### config.mk
export PLATFORM = sky130hd
export DESIGN_NAME = circular_day_brightness_interpolator_flat
export DESIGN_NICKNAME = d
export VERILOG_FILES = /design/src/sv/cdbi_pkg.sv /design/src/sv/cdbi_chan_if.sv /design/src/sv/cdbi_ram.sv /design/src/sv/cdbi_div.sv /design/src/sv/circular_day_brightness_interpolator.sv /design/src/flat_wrapper.sv
export SDC_FILE = /design/constraint.sdc
export NUM_CORES = 1
export LEC_CHECK = 0
export BUFFER_PORTS_ARGS = -buffer_cell sky130_fd_sc_hd__buf_2
export CAP_MARGIN = 20
export CORE_MARGIN = 5
export CORE_UTILIZATION = 60
export CTS_CLUSTER_DIAMETER = 40
export DETAILED_ROUTE_END_ITERATION = 8
export PLACE_DENSITY = 0.74
export SLEW_MARGIN = 20
export SYNTH_ARGS = -nofsm -noshare
export SYNTH_HDL_FRONTEND = slang
export SYNTH_SLANG_ARGS = --single-unit
export TNS_END_PERCENT = 5
### constraint.sdc
create_clock -name clk_i -period 10.3 [get_ports clk_i]
set_input_delay 2.575 -clock clk_i [delete_from_list [all_inputs] [get_ports clk_i]]
set_output_delay 2.575 -clock clk_i [all_outputs]
set_load 0.02 [all_outputs]
### src/sv/cdbi_pkg.sv
// Shared types, constants and payload structs of the day brightness interpolator.
package cdbi_pkg;

  localparam int DEF_MAX_ANCHORS = 16;
  localparam int DAY_MINUTES     = 1440;
  localparam int MINUTE_W        = 11;
  localparam int LEVEL_W         = 7;
  localparam int INDEX_W         = 4;
  localparam int COUNT_W         = 5;
  localparam int LEVEL_MAX       = 127;
  // Largest dividend is 127 * 1439 + 719, which fits in 18 bits.
  localparam int DIVIDEND_W      = 18;

  typedef enum logic {
    OP_LOAD  = 1'b0,
    OP_QUERY = 1'b1
  } opcode_e;

  typedef enum logic [2:0] {
    ST_IDLE,
    ST_SCAN,
    ST_CALC,
    ST_DIV,
    ST_DONE
  } state_e;

  typedef struct packed {
    opcode_e               opcode;
    logic [INDEX_W-1:0]    anchor_index;
    logic [MINUTE_W-1:0]   anchor_minute;
    logic [LEVEL_W-1:0]    anchor_level;
    logic [MINUTE_W-1:0]   query_minute;
  } query_item_t;

  typedef struct packed {
    logic [LEVEL_W-1:0]  level_now;
    logic [MINUTE_W-1:0] next_minute;
    logic                table_empty;
  } result_item_t;

  typedef struct packed {
    logic [MINUTE_W-1:0] minute;
    logic [LEVEL_W-1:0]  level;
  } anchor_t;

  typedef struct packed {
    logic                  start;
    logic [DIVIDEND_W-1:0] dividend;
    logic [MINUTE_W-1:0]   divisor;
  } div_req_t;

  typedef struct packed {
    logic                  done;
    logic [DIVIDEND_W-1:0] quotient;
  } div_rsp_t;

endpackage

### src/sv/cdbi_chan_if.sv
// Valid/ready channel interface carrying one payload of a given type.
interface cdbi_chan_if #(
  parameter type T = logic
) ();
  logic valid;
  logic ready;
  T     data;

  modport source (output valid, output data, input ready);
  modport sink   (input valid, input data, output ready);
endinterface

### src/sv/cdbi_ram.sv
// Generic simple dual-port RAM with one write port and a registered read port.
module cdbi_ram #(
  parameter int W  = 8,
  parameter int D  = 16,
  parameter int AW = (D > 1) ? $clog2(D) : 1
) (
  input  logic          clk_i,
  input  logic          we_i,
  input  logic [AW-1:0] waddr_i,
  input  logic [W-1:0]  wdata_i,
  input  logic          re_i,
  input  logic [AW-1:0] raddr_i,
  output logic [W-1:0]  rdata_o
);

  logic [W-1:0] mem_q [D];
  logic [W-1:0] rdata_q;

  always_ff @(posedge clk_i) begin
    if (we_i) begin
      mem_q[waddr_i] <= wdata_i;
    end
    if (re_i) begin
      rdata_q <= mem_q[raddr_i];
    end
  end

  assign rdata_o = rdata_q;

endmodule

### src/sv/cdbi_div.sv
// Restoring serial divider, one quotient bit per cycle.
module cdbi_div
  import cdbi_pkg::*;
(
  input  logic     clk_i,
  input  logic     rst_ni,
  input  div_req_t req_i,
  output div_rsp_t rsp_o
);

  localparam int CNT_W = $clog2(DIVIDEND_W);

  logic                  busy_q;
  logic                  done_q;
  logic [CNT_W-1:0]      cnt_q;
  logic [MINUTE_W-1:0]   rem_q;
  logic [DIVIDEND_W-1:0] quo_q;
  logic [MINUTE_W-1:0]   dvs_q;

  logic [MINUTE_W:0]     rem_sh;
  logic [MINUTE_W:0]     rem_nx;
  logic                  fits;

  always_comb begin
    rem_sh = {rem_q, quo_q[DIVIDEND_W-1]};
    fits   = rem_sh >= {1'b0, dvs_q};
    rem_nx = fits ? (rem_sh - {1'b0, dvs_q}) : rem_sh;
  end

  always_ff @(posedge clk_i or negedge rst_ni) begin
    if (!rst_ni) begin
      busy_q <= 1'b0;
      done_q <= 1'b0;
      cnt_q  <= '0;
    end else begin
      done_q <= 1'b0;
      if (req_i.start) begin
        busy_q <= 1'b1;
        cnt_q  <= '0;
      end else if (busy_q) begin
        cnt_q <= cnt_q + CNT_W'(1);
        if (cnt_q == CNT_W'(DIVIDEND_W - 1)) begin
          busy_q <= 1'b0;
          done_q <= 1'b1;
        end
      end
    end
  end

  always_ff @(posedge clk_i) begin
    if (req_i.start) begin
      rem_q <= '0;
      quo_q <= req_i.dividend;
      dvs_q <= req_i.divisor;
    end else if (busy_q) begin
      rem_q <= rem_nx[MINUTE_W-1:0];
      quo_q <= {quo_q[DIVIDEND_W-2:0], fits};
    end
  end

  assign rsp_o.done     = done_q;
  assign rsp_o.quotient = quo_q;

endmodule

### src/sv/circular_day_brightness_interpolator.sv
// Top level of the circular day brightness interpolator.
//
//   Channel   Direction   Payload          Transaction
//   in_i      sink        query_item_t     load one anchor or query one minute
//   out_o     source      result_item_t    level, next anchor minute, empty flag
//   cfg_i     sink        5-bit count      write the anchor count register
//
// A load is taken in the idle state and leaves the block ready for the next transaction.
// A query against n anchors scans the anchor RAM one entry per cycle through its
// single read port, then, unless one anchor is active or the segment span is zero,
// an 18-step serial divider forms the interpolated level. An empty table skips the
// scan and goes straight to the done state.
// Reset clears the control state and the anchor count; the anchor RAM is not
// cleared. A stalled result waits in the output register while the next
// transaction is taken; a finished query waits only if that register is full.
module circular_day_brightness_interpolator
  import cdbi_pkg::*;
#(
  parameter int MAX_ANCHORS = DEF_MAX_ANCHORS
) (
  input  logic         clk_i,
  input  logic         rst_ni,
  cdbi_chan_if.sink    in_i,
  cdbi_chan_if.source  out_o,
  cdbi_chan_if.sink    cfg_i
);

  localparam int AW = (MAX_ANCHORS > 1) ? $clog2(MAX_ANCHORS) : 1;
  localparam int CW = $clog2(MAX_ANCHORS + 1);

  // Folds an 11-bit minute back into the day.
  function automatic logic [MINUTE_W-1:0] fold_minute(input logic [MINUTE_W-1:0] v);
    return (v >= MINUTE_W'(DAY_MINUTES)) ? (v - MINUTE_W'(DAY_MINUTES)) : v;
  endfunction

  // Forward distance from one minute to another around the day circle.
  function automatic logic [MINUTE_W-1:0] circ_dist(input logic [MINUTE_W-1:0] from,
                                                    input logic [MINUTE_W-1:0] to);
    logic [MINUTE_W:0] d;
    d = {1'b0, to} - {1'b0, from};
    if (to < from) begin
      d = d + (MINUTE_W + 1)'(DAY_MINUTES);
    end
    return d[MINUTE_W-1:0];
  endfunction

  state_e state_q, state_d;

  query_item_t item;
  logic        in_acc;
  logic        is_query;
  logic        out_load;

  logic [COUNT_W-1:0] anchor_count_q;
  logic [CW-1:0]      n_now;
  logic [CW-1:0]      n_q;

  // Scan bookkeeping: rd_cnt_q is the next address to read, ridx_q the index
  // whose data is on the RAM output when rv_q is set.
  logic [CW-1:0] rd_cnt_q;
  logic [CW-1:0] ridx_q;
  logic          rv_q;
  logic          rd_issue;

  logic                ram_we;
  anchor_t             ram_wdata;
  anchor_t             rd_e;

  logic [MINUTE_W-1:0] q_q;
  anchor_t             e0_q;
  anchor_t             prev_q;
  anchor_t             last_q;
  anchor_t             lo_q;
  anchor_t             hi_q;
  logic                seg_found_q;
  logic [MINUTE_W-1:0] next_q;
  logic                next_found_q;
  logic                seg_hit;
  logic                next_hit;

  // Interpolation operands.
  logic                  in_range;
  logic [LEVEL_W-1:0]    op_a;
  logic [LEVEL_W-1:0]    op_b;
  logic [MINUTE_W-1:0]   op_pos;
  logic [MINUTE_W-1:0]   op_span;
  logic                  op_neg;
  logic [LEVEL_W-1:0]    op_mag;
  logic [DIVIDEND_W-1:0] dividend;
  logic                  calc_to_div;

  logic [LEVEL_W-1:0]    a_q;
  logic                  neg_q;
  logic [LEVEL_W-1:0]    res_level_q;
  logic                  res_empty_q;
  logic [LEVEL_W-1:0]    sat_level;
  logic [DIVIDEND_W:0]   up_sum;

  div_req_t     div_req;
  div_rsp_t     div_rsp;
  result_item_t out_q;
  logic         out_valid_q;

  assign item     = in_i.data;
  assign in_acc   = in_i.valid && in_i.ready;
  assign is_query = item.opcode == OP_QUERY;
  assign out_load = (state_q == ST_DONE) && (!out_valid_q || out_o.ready);

  assign in_i.ready  = state_q == ST_IDLE;
  assign cfg_i.ready = 1'b1;
  assign out_o.valid = out_valid_q;
  assign out_o.data  = out_q;

  // A count above the table depth behaves as the full table.
  assign n_now = (int'(anchor_count_q) > MAX_ANCHORS) ? CW'(MAX_ANCHORS)
                                                      : CW'(anchor_count_q);

  // Loads write the RAM in the cycle they are accepted; the scan only reads,
  // and no load can be taken while a scan is running.
  assign ram_we           = in_acc && !is_query && (int'(item.anchor_index) < MAX_ANCHORS);
  assign ram_wdata.minute = fold_minute(item.anchor_minute);
  assign ram_wdata.level  = item.anchor_level;

  cdbi_ram #(
    .W (MINUTE_W + LEVEL_W),
    .D (MAX_ANCHORS),
    .AW(AW)
  ) u_ram (
    .clk_i  (clk_i),
    .we_i   (ram_we),
    .waddr_i(AW'(item.anchor_index)),
    .wdata_i(ram_wdata),
    .re_i   (rd_issue),
    .raddr_i(rd_cnt_q[AW-1:0]),
    .rdata_o(rd_e)
  );

  // The first segment whose start is at or before the query and whose end
  // lies after it wins, as does the first anchor strictly after the query.
  assign seg_hit  = rv_q && (ridx_q != '0) && !seg_found_q &&
                    (prev_q.minute <= q_q) && (q_q < rd_e.minute);
  assign next_hit = rv_q && !next_found_q && (rd_e.minute > q_q);

  // Queries between the first and last anchor use the segment found by the
  // scan; all others use the wrap segment from the last anchor to the first.
  always_comb begin
    in_range = (q_q >= e0_q.minute) && (q_q < last_q.minute);
    if (in_range) begin
      op_a    = lo_q.level;
      op_b    = hi_q.level;
      op_pos  = q_q - lo_q.minute;
      op_span = hi_q.minute - lo_q.minute;
    end else begin
      op_a    = last_q.level;
      op_b    = e0_q.level;
      op_pos  = circ_dist(last_q.minute, q_q);
      op_span = circ_dist(last_q.minute, e0_q.minute);
    end
    op_neg   = op_b < op_a;
    op_mag   = op_neg ? (op_a - op_b) : (op_b - op_a);
    // Magnitude of diff * pos plus half the span; the sign is applied after
    // the divide, which gives rounding half away from zero.
    dividend = DIVIDEND_W'(op_mag) * DIVIDEND_W'(op_pos) + DIVIDEND_W'(op_span >> 1);
  end

  assign div_req.start    = calc_to_div;
  assign div_req.dividend = dividend;
  assign div_req.divisor  = op_span;

  cdbi_div u_div (
    .clk_i (clk_i),
    .rst_ni(rst_ni),
    .req_i (div_req),
    .rsp_o (div_rsp)
  );

  // Apply the sign of the slope and clamp to the 7-bit level range.
  always_comb begin
    up_sum = {{(DIVIDEND_W + 1 - LEVEL_W){1'b0}}, a_q} + {1'b0, div_rsp.quotient};
    if (neg_q) begin
      sat_level = (div_rsp.quotient > DIVIDEND_W'(a_q)) ? '0
                  : (a_q - div_rsp.quotient[LEVEL_W-1:0]);
    end else begin
      sat_level = (up_sum > (DIVIDEND_W + 1)'(LEVEL_MAX)) ? LEVEL_W'(LEVEL_MAX)
                  : up_sum[LEVEL_W-1:0];
    end
  end

  always_comb begin
    state_d     = state_q;
    rd_issue    = 1'b0;
    calc_to_div = 1'b0;
    unique case (state_q)
      ST_IDLE: begin
        if (in_acc && is_query) begin
          state_d = (n_now == '0) ? ST_DONE : ST_SCAN;
        end
      end
      ST_SCAN: begin
        rd_issue = rd_cnt_q < n_q;
        if (rv_q && (ridx_q == n_q - CW'(1))) begin
          state_d = ST_CALC;
        end
      end
      ST_CALC: begin
        if ((n_q == CW'(1)) || (op_span == '0)) begin
          state_d = ST_DONE;
        end else begin
          calc_to_div = 1'b1;
          state_d     = ST_DIV;
        end
      end
      ST_DIV: begin
        if (div_rsp.done) begin
          state_d = ST_DONE;
        end
      end
      ST_DONE: begin
        if (out_load) begin
          state_d = ST_IDLE;
        end
      end
      default: begin
        state_d = ST_IDLE;
      end
    endcase
  end

  always_ff @(posedge clk_i or negedge rst_ni) begin
    if (!rst_ni) begin
      state_q        <= ST_IDLE;
      anchor_count_q <= '0;
      rd_cnt_q       <= '0;
      rv_q           <= 1'b0;
      seg_found_q    <= 1'b0;
      next_found_q   <= 1'b0;
      out_valid_q    <= 1'b0;
    end else begin
      state_q <= state_d;
      if (cfg_i.valid && cfg_i.ready) begin
        anchor_count_q <= cfg_i.data;
      end
      if (state_q == ST_IDLE) begin
        rd_cnt_q     <= '0;
        rv_q         <= 1'b0;
        seg_found_q  <= 1'b0;
        next_found_q <= 1'b0;
      end else if (state_q == ST_SCAN) begin
        if (rd_issue) begin
          rd_cnt_q <= rd_cnt_q + CW'(1);
        end
        rv_q <= rd_issue;
        if (seg_hit) begin
          seg_found_q <= 1'b1;
        end
        if (next_hit) begin
          next_found_q <= 1'b1;
        end
      end
      if (out_load) begin
        out_valid_q <= 1'b1;
      end else if (out_o.ready) begin
        out_valid_q <= 1'b0;
      end
    end
  end

  always_ff @(posedge clk_i) begin
    unique case (state_q)
      ST_IDLE: begin
        if (in_acc && is_query) begin
          q_q         <= fold_minute(item.query_minute);
          n_q         <= n_now;
          res_empty_q <= n_now == '0;
          res_level_q <= '0;
        end
      end
      ST_SCAN: begin
        ridx_q <= rd_cnt_q;
        if (rv_q) begin
          if (ridx_q == '0) begin
            e0_q <= rd_e;
          end
          prev_q <= rd_e;
          last_q <= rd_e;
          if (seg_hit) begin
            lo_q <= prev_q;
            hi_q <= rd_e;
          end
          if (next_hit) begin
            next_q <= rd_e.minute;
          end
        end
      end
      ST_CALC: begin
        if (n_q == CW'(1)) begin
          res_level_q <= e0_q.level;
        end else if (op_span == '0) begin
          res_level_q <= op_a;
        end else begin
          a_q   <= op_a;
          neg_q <= op_neg;
        end
      end
      ST_DIV: begin
        if (div_rsp.done) begin
          res_level_q <= sat_level;
        end
      end
      ST_DONE: begin
        if (out_load) begin
          out_q.level_now   <= res_level_q;
          out_q.table_empty <= res_empty_q;
          if (res_empty_q) begin
            out_q.next_minute <= '0;
          end else begin
            out_q.next_minute <= next_found_q ? next_q : e0_q.minute;
          end
        end
      end
      default: begin
      end
    endcase
  end

endmodule

### src/flat_wrapper.sv
// flat-port wrapper written by rule: the top's interface ports become plain ports
module circular_day_brightness_interpolator_flat import cdbi_pkg::*;
#(
  parameter int MAX_ANCHORS = DEF_MAX_ANCHORS
)
  (clk_i, rst_ni, in_i_valid, in_i_data, in_i_ready, out_o_valid, out_o_data, out_o_ready, cfg_i_valid, cfg_i_data, cfg_i_ready);
  cdbi_chan_if #(.T(query_item_t)) in_i_i ();
  cdbi_chan_if #(.T(result_item_t)) out_o_i ();
  cdbi_chan_if #(.T(logic [COUNT_W-1:0])) cfg_i_i ();
  input  logic clk_i;
  input  logic rst_ni;
  input wire logic [$bits(in_i_i.valid)-1:0] in_i_valid;
  input wire logic [$bits(in_i_i.data)-1:0] in_i_data;
  output wire logic [$bits(in_i_i.ready)-1:0] in_i_ready;
  output wire logic [$bits(out_o_i.valid)-1:0] out_o_valid;
  output wire logic [$bits(out_o_i.data)-1:0] out_o_data;
  input wire logic [$bits(out_o_i.ready)-1:0] out_o_ready;
  input wire logic [$bits(cfg_i_i.valid)-1:0] cfg_i_valid;
  input wire logic [$bits(cfg_i_i.data)-1:0] cfg_i_data;
  output wire logic [$bits(cfg_i_i.ready)-1:0] cfg_i_ready;
  assign in_i_i.valid = in_i_valid;
  assign in_i_i.data = in_i_data;
  assign in_i_ready = in_i_i.ready;
  assign out_o_valid = out_o_i.valid;
  assign out_o_data = out_o_i.data;
  assign out_o_i.ready = out_o_ready;
  assign cfg_i_i.valid = cfg_i_valid;
  assign cfg_i_i.data = cfg_i_data;
  assign cfg_i_ready = cfg_i_i.ready;
  circular_day_brightness_interpolator #(.MAX_ANCHORS(MAX_ANCHORS)) u_core (.clk_i(clk_i), .rst_ni(rst_ni), .in_i(in_i_i), .out_o(out_o_i), .cfg_i(cfg_i_i));
endmodule
==> summary.md <==
| Metric | Value |
|---|---|
| Area after DPL | ~0.029 sq mm |
| Reg2reg path depth | 32 |
| Netlist Area Pre-Place | 0.0273 sq mm |
| Final max-slew violation count | 0 |
| Clk_lat worst skew | between 0.6 and 0.7 ns |
| Uppermost layer routed | met4 |
| HPWL after detailed placement | ~45 mm |
| Vias in the first global route | 17600 |
| Num CTS Buffers | 70 |
| Seq/Total Area, Yosys | 55.2% |
| IO Pins | 66 |
| Drc violations | 0 |
| Number of max-cap violations | 0 |
| I/O Buffers | 64 |
| Status | finished, final reports clean |
| Setup slack, reg-to-reg | 0.61 ns |
| Area of the die | roughly 0.05 sq mm |
| # setup viols final | 0 |
| Clk Tree Root Cell | clkbuf_16 |
| Tmin final | around 9.7 ns |
| Initial antenna violation count | 0 |
| Cell mode on critical path | fa_1 |
| Hold slack | 0.420 ns |
| Wire length on met3 | between 3 and 4 mm |
| Hold Path End | u_core.out_o.data[17] |
| Hold path start | u_core.res_level_q[5] |
| GRT Total Usage | 26.6% |
| Fillers | 3080 |
| Largest net degree at the start of global routing | 47 |
| Area growth, synth to finish | 13.4% |
| Worst hold path type | register to register |
| Worst Path Required | around 11 ns |
| Post-DRT Antenna Nets | 0 |
| Async SR Flop Fraction | 4.72% |
| M1 WL | 26.6 mm |
| Detailed Route WL | around 66 mm |
| Share of layout cells above drive strength 1 | about 17% |
| CP max stage delay | about 0.55 ns |
| Skew final | around 0.025 ns |
| Fmax | 0.103 GHz |
| Die Height | approximately 220 um |
| Synth Warn # | 0 |
| GPL Wtd Cong | approximately 0.94 |
| WP data arrival | ~10 ns |
| Die Span X | around 220 um |
| Hold Path Cell Cnt | 0 |
| Final-report hold violation count | 0 |
| Htree depth | 3 |
| Footprint of the multi-input gates | between 0.01 and 0.015 sq mm |
| Clock tree buffer depth | 3 |
| FF/Latch Area | around 0.015 sq mm |
| Post-synthesis sequential element count | between 500 and 600 |
| Syn Inst Count | ~2100 |
| Worst-margin pin slew | about 1.0 ns |
| CP startpoint kind | register |
| Vias/cell | between 6 and 7 |
| Design area | around 0.031 sq mm |
| Starting Density | 60.4% |
| CP max-delay cell | nand2_1 |
| # diodes | 0 |
| RSZ-0062 raised after global routing | false |
| Nets@finish | between 2000 and 2500 |
| Core ar. | around 0.045 sq mm |
| Clk slew on worst S/H paths | roughly 0.060 ns |
| DRT Pass-1 Iters | 5 |
| Initial DRC count | around 1300 |
| Setup TNS | 0 ns |
| Worst r2r src | u_core.q_q[8] |
| Final worst path period share | around 94% |
| Max FO, Critical Path | 14 |
| CTS tree | yes |
| Grt ovf | 0 |
| Avg Inst Size Synth | approximately 13 sq um |
| # Post-CTS Setup Buffers | 0 |
| CTS Sinks | 509 |
| Cts repair resizes | 0 |
| DR WL met2 | between 30 and 40 mm |
| Vias | about 17000 |
| Relative slew slack | about 30% |
| Hold_buf cts | 0 |
| First-pass GRT wire length | 102 mm |
| Critical path class | register to register |
| R2R Path End | u_core.u_div.quo_q[16] |
| Drt wl/cell | 23.4 um |
| CP endpoint kind | register |
| Row Count | 78 |
| Post-synth EDFFs | ~470 |
| Distinct cells, synth | between 80 and 90 |
| Post-synth top flop | edfxtp_1 |
| Synthesized net count | 2314 |
final cells by class:
| type | count | area share, % |
|---|---|---|
| Timing Repair Buffer | 105 | 2.03 |
| Multi-Input combinational cell | 1259 | 36.5 |
| Clock buffer | 76 | 5.83 |
| Clock inverter | 49 | 1.89 |
| Sequential cell | 509 | 48.6 |
| Inverter | 225 | 2.73 |
| Tap cell | 600 | 2.42 |
placed cells by master, fill, tap and decap left out, drive strengths merged, types with 32 or more instances in the layout:
cell type	Yosys	routed
nor2b	35	35
clkbuf	38	76
ha	157	157
nand2	125	125
mux4	90	90
inv	225	240
buf	19	105
edfxtp	474	474
xor2	34	34
fa	63	63
a21oi	78	78
mux2i	41	41
xnor2	44	44
nor2	138	138
o21ai	75	75
nor3	40	40
a21o	32	32
worst max-delay path by stage:
stage	start	to	slack [ns]	cells past startpoint
after detailed placement	u_core.q_q[2]	u_core.u_div.quo_q[16]	0.43	33
after global routing	u_core.q_q[8]	u_core.u_div.quo_q[16]	0.03	32
final	u_core.q_q[8]	u_core.u_div.quo_q[16]	0.61	32
after global placement	u_core.q_q[2]	u_core.u_div.quo_q[15]	0.83	34
after floorplan	u_core.q_q[8]	u_core.u_div.quo_q[15]	1.54	39
after CTS	u_core.q_q[2]	u_core.u_div.quo_q[16]	0.38	33
cell families (layout without fill, tap and decap cells):
| logic type | after synthesis | in the layout | synth area share (%) |
|---|---|---|---|
| compound gates | 347 | 347 | 8.68 |
| xor+xnor | 78 | 78 | 2.50 |
| fa+ha+maj | 220 | 220 | 11.8 |
| buf+inv | 282 | 455 | 3.95 |
| flops | 509 | 509 | 55.2 |
| mux | 149 | 149 | 9.67 |
| other cells | 1 | 1 | 0.0137 |
| simple gates | 464 | 464 | 8.21 |
routing by layer:
metal	up-vias	track usage [%]
li1	7839	-
met3	110	4.42
met1	8583	34.3
met4	0	7.67
met2	575	46.8
met5	-	0
through the flow:
step | util, % | worst slack, ns | std cells
floorplan | - | 1.54 | 2050
global placement | 63.1 | 0.825 | 2698
detailed placement | 63.1 | 0.434 | 2698
CTS | 68.4 | 0.380 | 2823
global route | 68.5 | 0.0271 | 2823
finish | 68.5 | 0.608 | 2823
critical path: cells and delay by family, from the launching register on:
kind,cells,cell delay [ns]
adder cells (fa/ha/maj),7,3.04
AO/OA/AOI/OAI,17,4.45
flip-flops,1,0.47
AND/OR/NAND/NOR,4,0.92
buffers and inverters,3,0.15
multiplexers,1,0.41
synth_stat cells (12+ instances only):
| cell | n | area share [%] |
|---|---|---|
| nand3_1 | 16 | 0.29 |
| mux2_2 | 13 | 0.54 |
| or3_1 | 12 | 0.28 |
| inv_1 | 224 | 3.1 |
| xnor2_1 | 44 | 1.4 |
| nor2b_1 | 35 | 0.80 |
| nor3_1 | 40 | 0.73 |
| o211ai_1 | 13 | 0.36 |
| nand4_1 | 14 | 0.32 |
| nand2_1 | 125 | 1.7 |
| mux2i_1 | 41 | 1.5 |
| edfxtp_1 | 474 | 52 |
| clkbuf_1 | 38 | 0.52 |
| mux4_2 | 90 | 7.4 |
| a21oi_1 | 78 | 1.4 |
| fa_1 | 63 | 4.6 |
| o21ai_0 | 70 | 1.3 |
| a21boi_0 | 13 | 0.36 |
| a21o_1 | 32 | 0.88 |
| dfrtp_1 | 24 | 2.2 |
| nor2_1 | 138 | 1.9 |
| ha_1 | 157 | 7.2 |
| xor2_1 | 34 | 1.1 |
| a211oi_1 | 16 | 0.44 |
| o21a_1 | 22 | 0.61 |
| nand2b_1 | 26 | 0.60 |
registers in the layout, summed over array words and instances (netlist names), 3 cells and up:
| signal | cells |
|---|---|
| u_core.anchor_count_q | 5 |
| u_core.rd_cnt_q | 5 |
| u_core.res_level_q | 7 |
| u_core.q_q | 11 |
| u_core.next_q | 11 |
| u_core.u_ram.rdata_o | 18 |
| u_core.n_q | 5 |
| u_core.hi_q | 18 |
| u_core.u_div.rem_q | 11 |
| u_core.u_ram.mem_q | 288 |
| u_core.a_q | 7 |
| u_core.out_o.data | 19 |
| u_core.lo_q | 18 |
| u_core.u_div.quo_q | 18 |
| u_core.ridx_q | 5 |
| u_core.state_q | 3 |
| u_core.u_div.cnt_q | 5 |
| u_core.prev_q | 18 |
| u_core.u_div.dvs_q | 11 |
| u_core.e0_q | 18 |
Power is left out: the tool's default activity adds up to more than one toggle a clock period on the data nets, which glitch-free logic cannot reach.
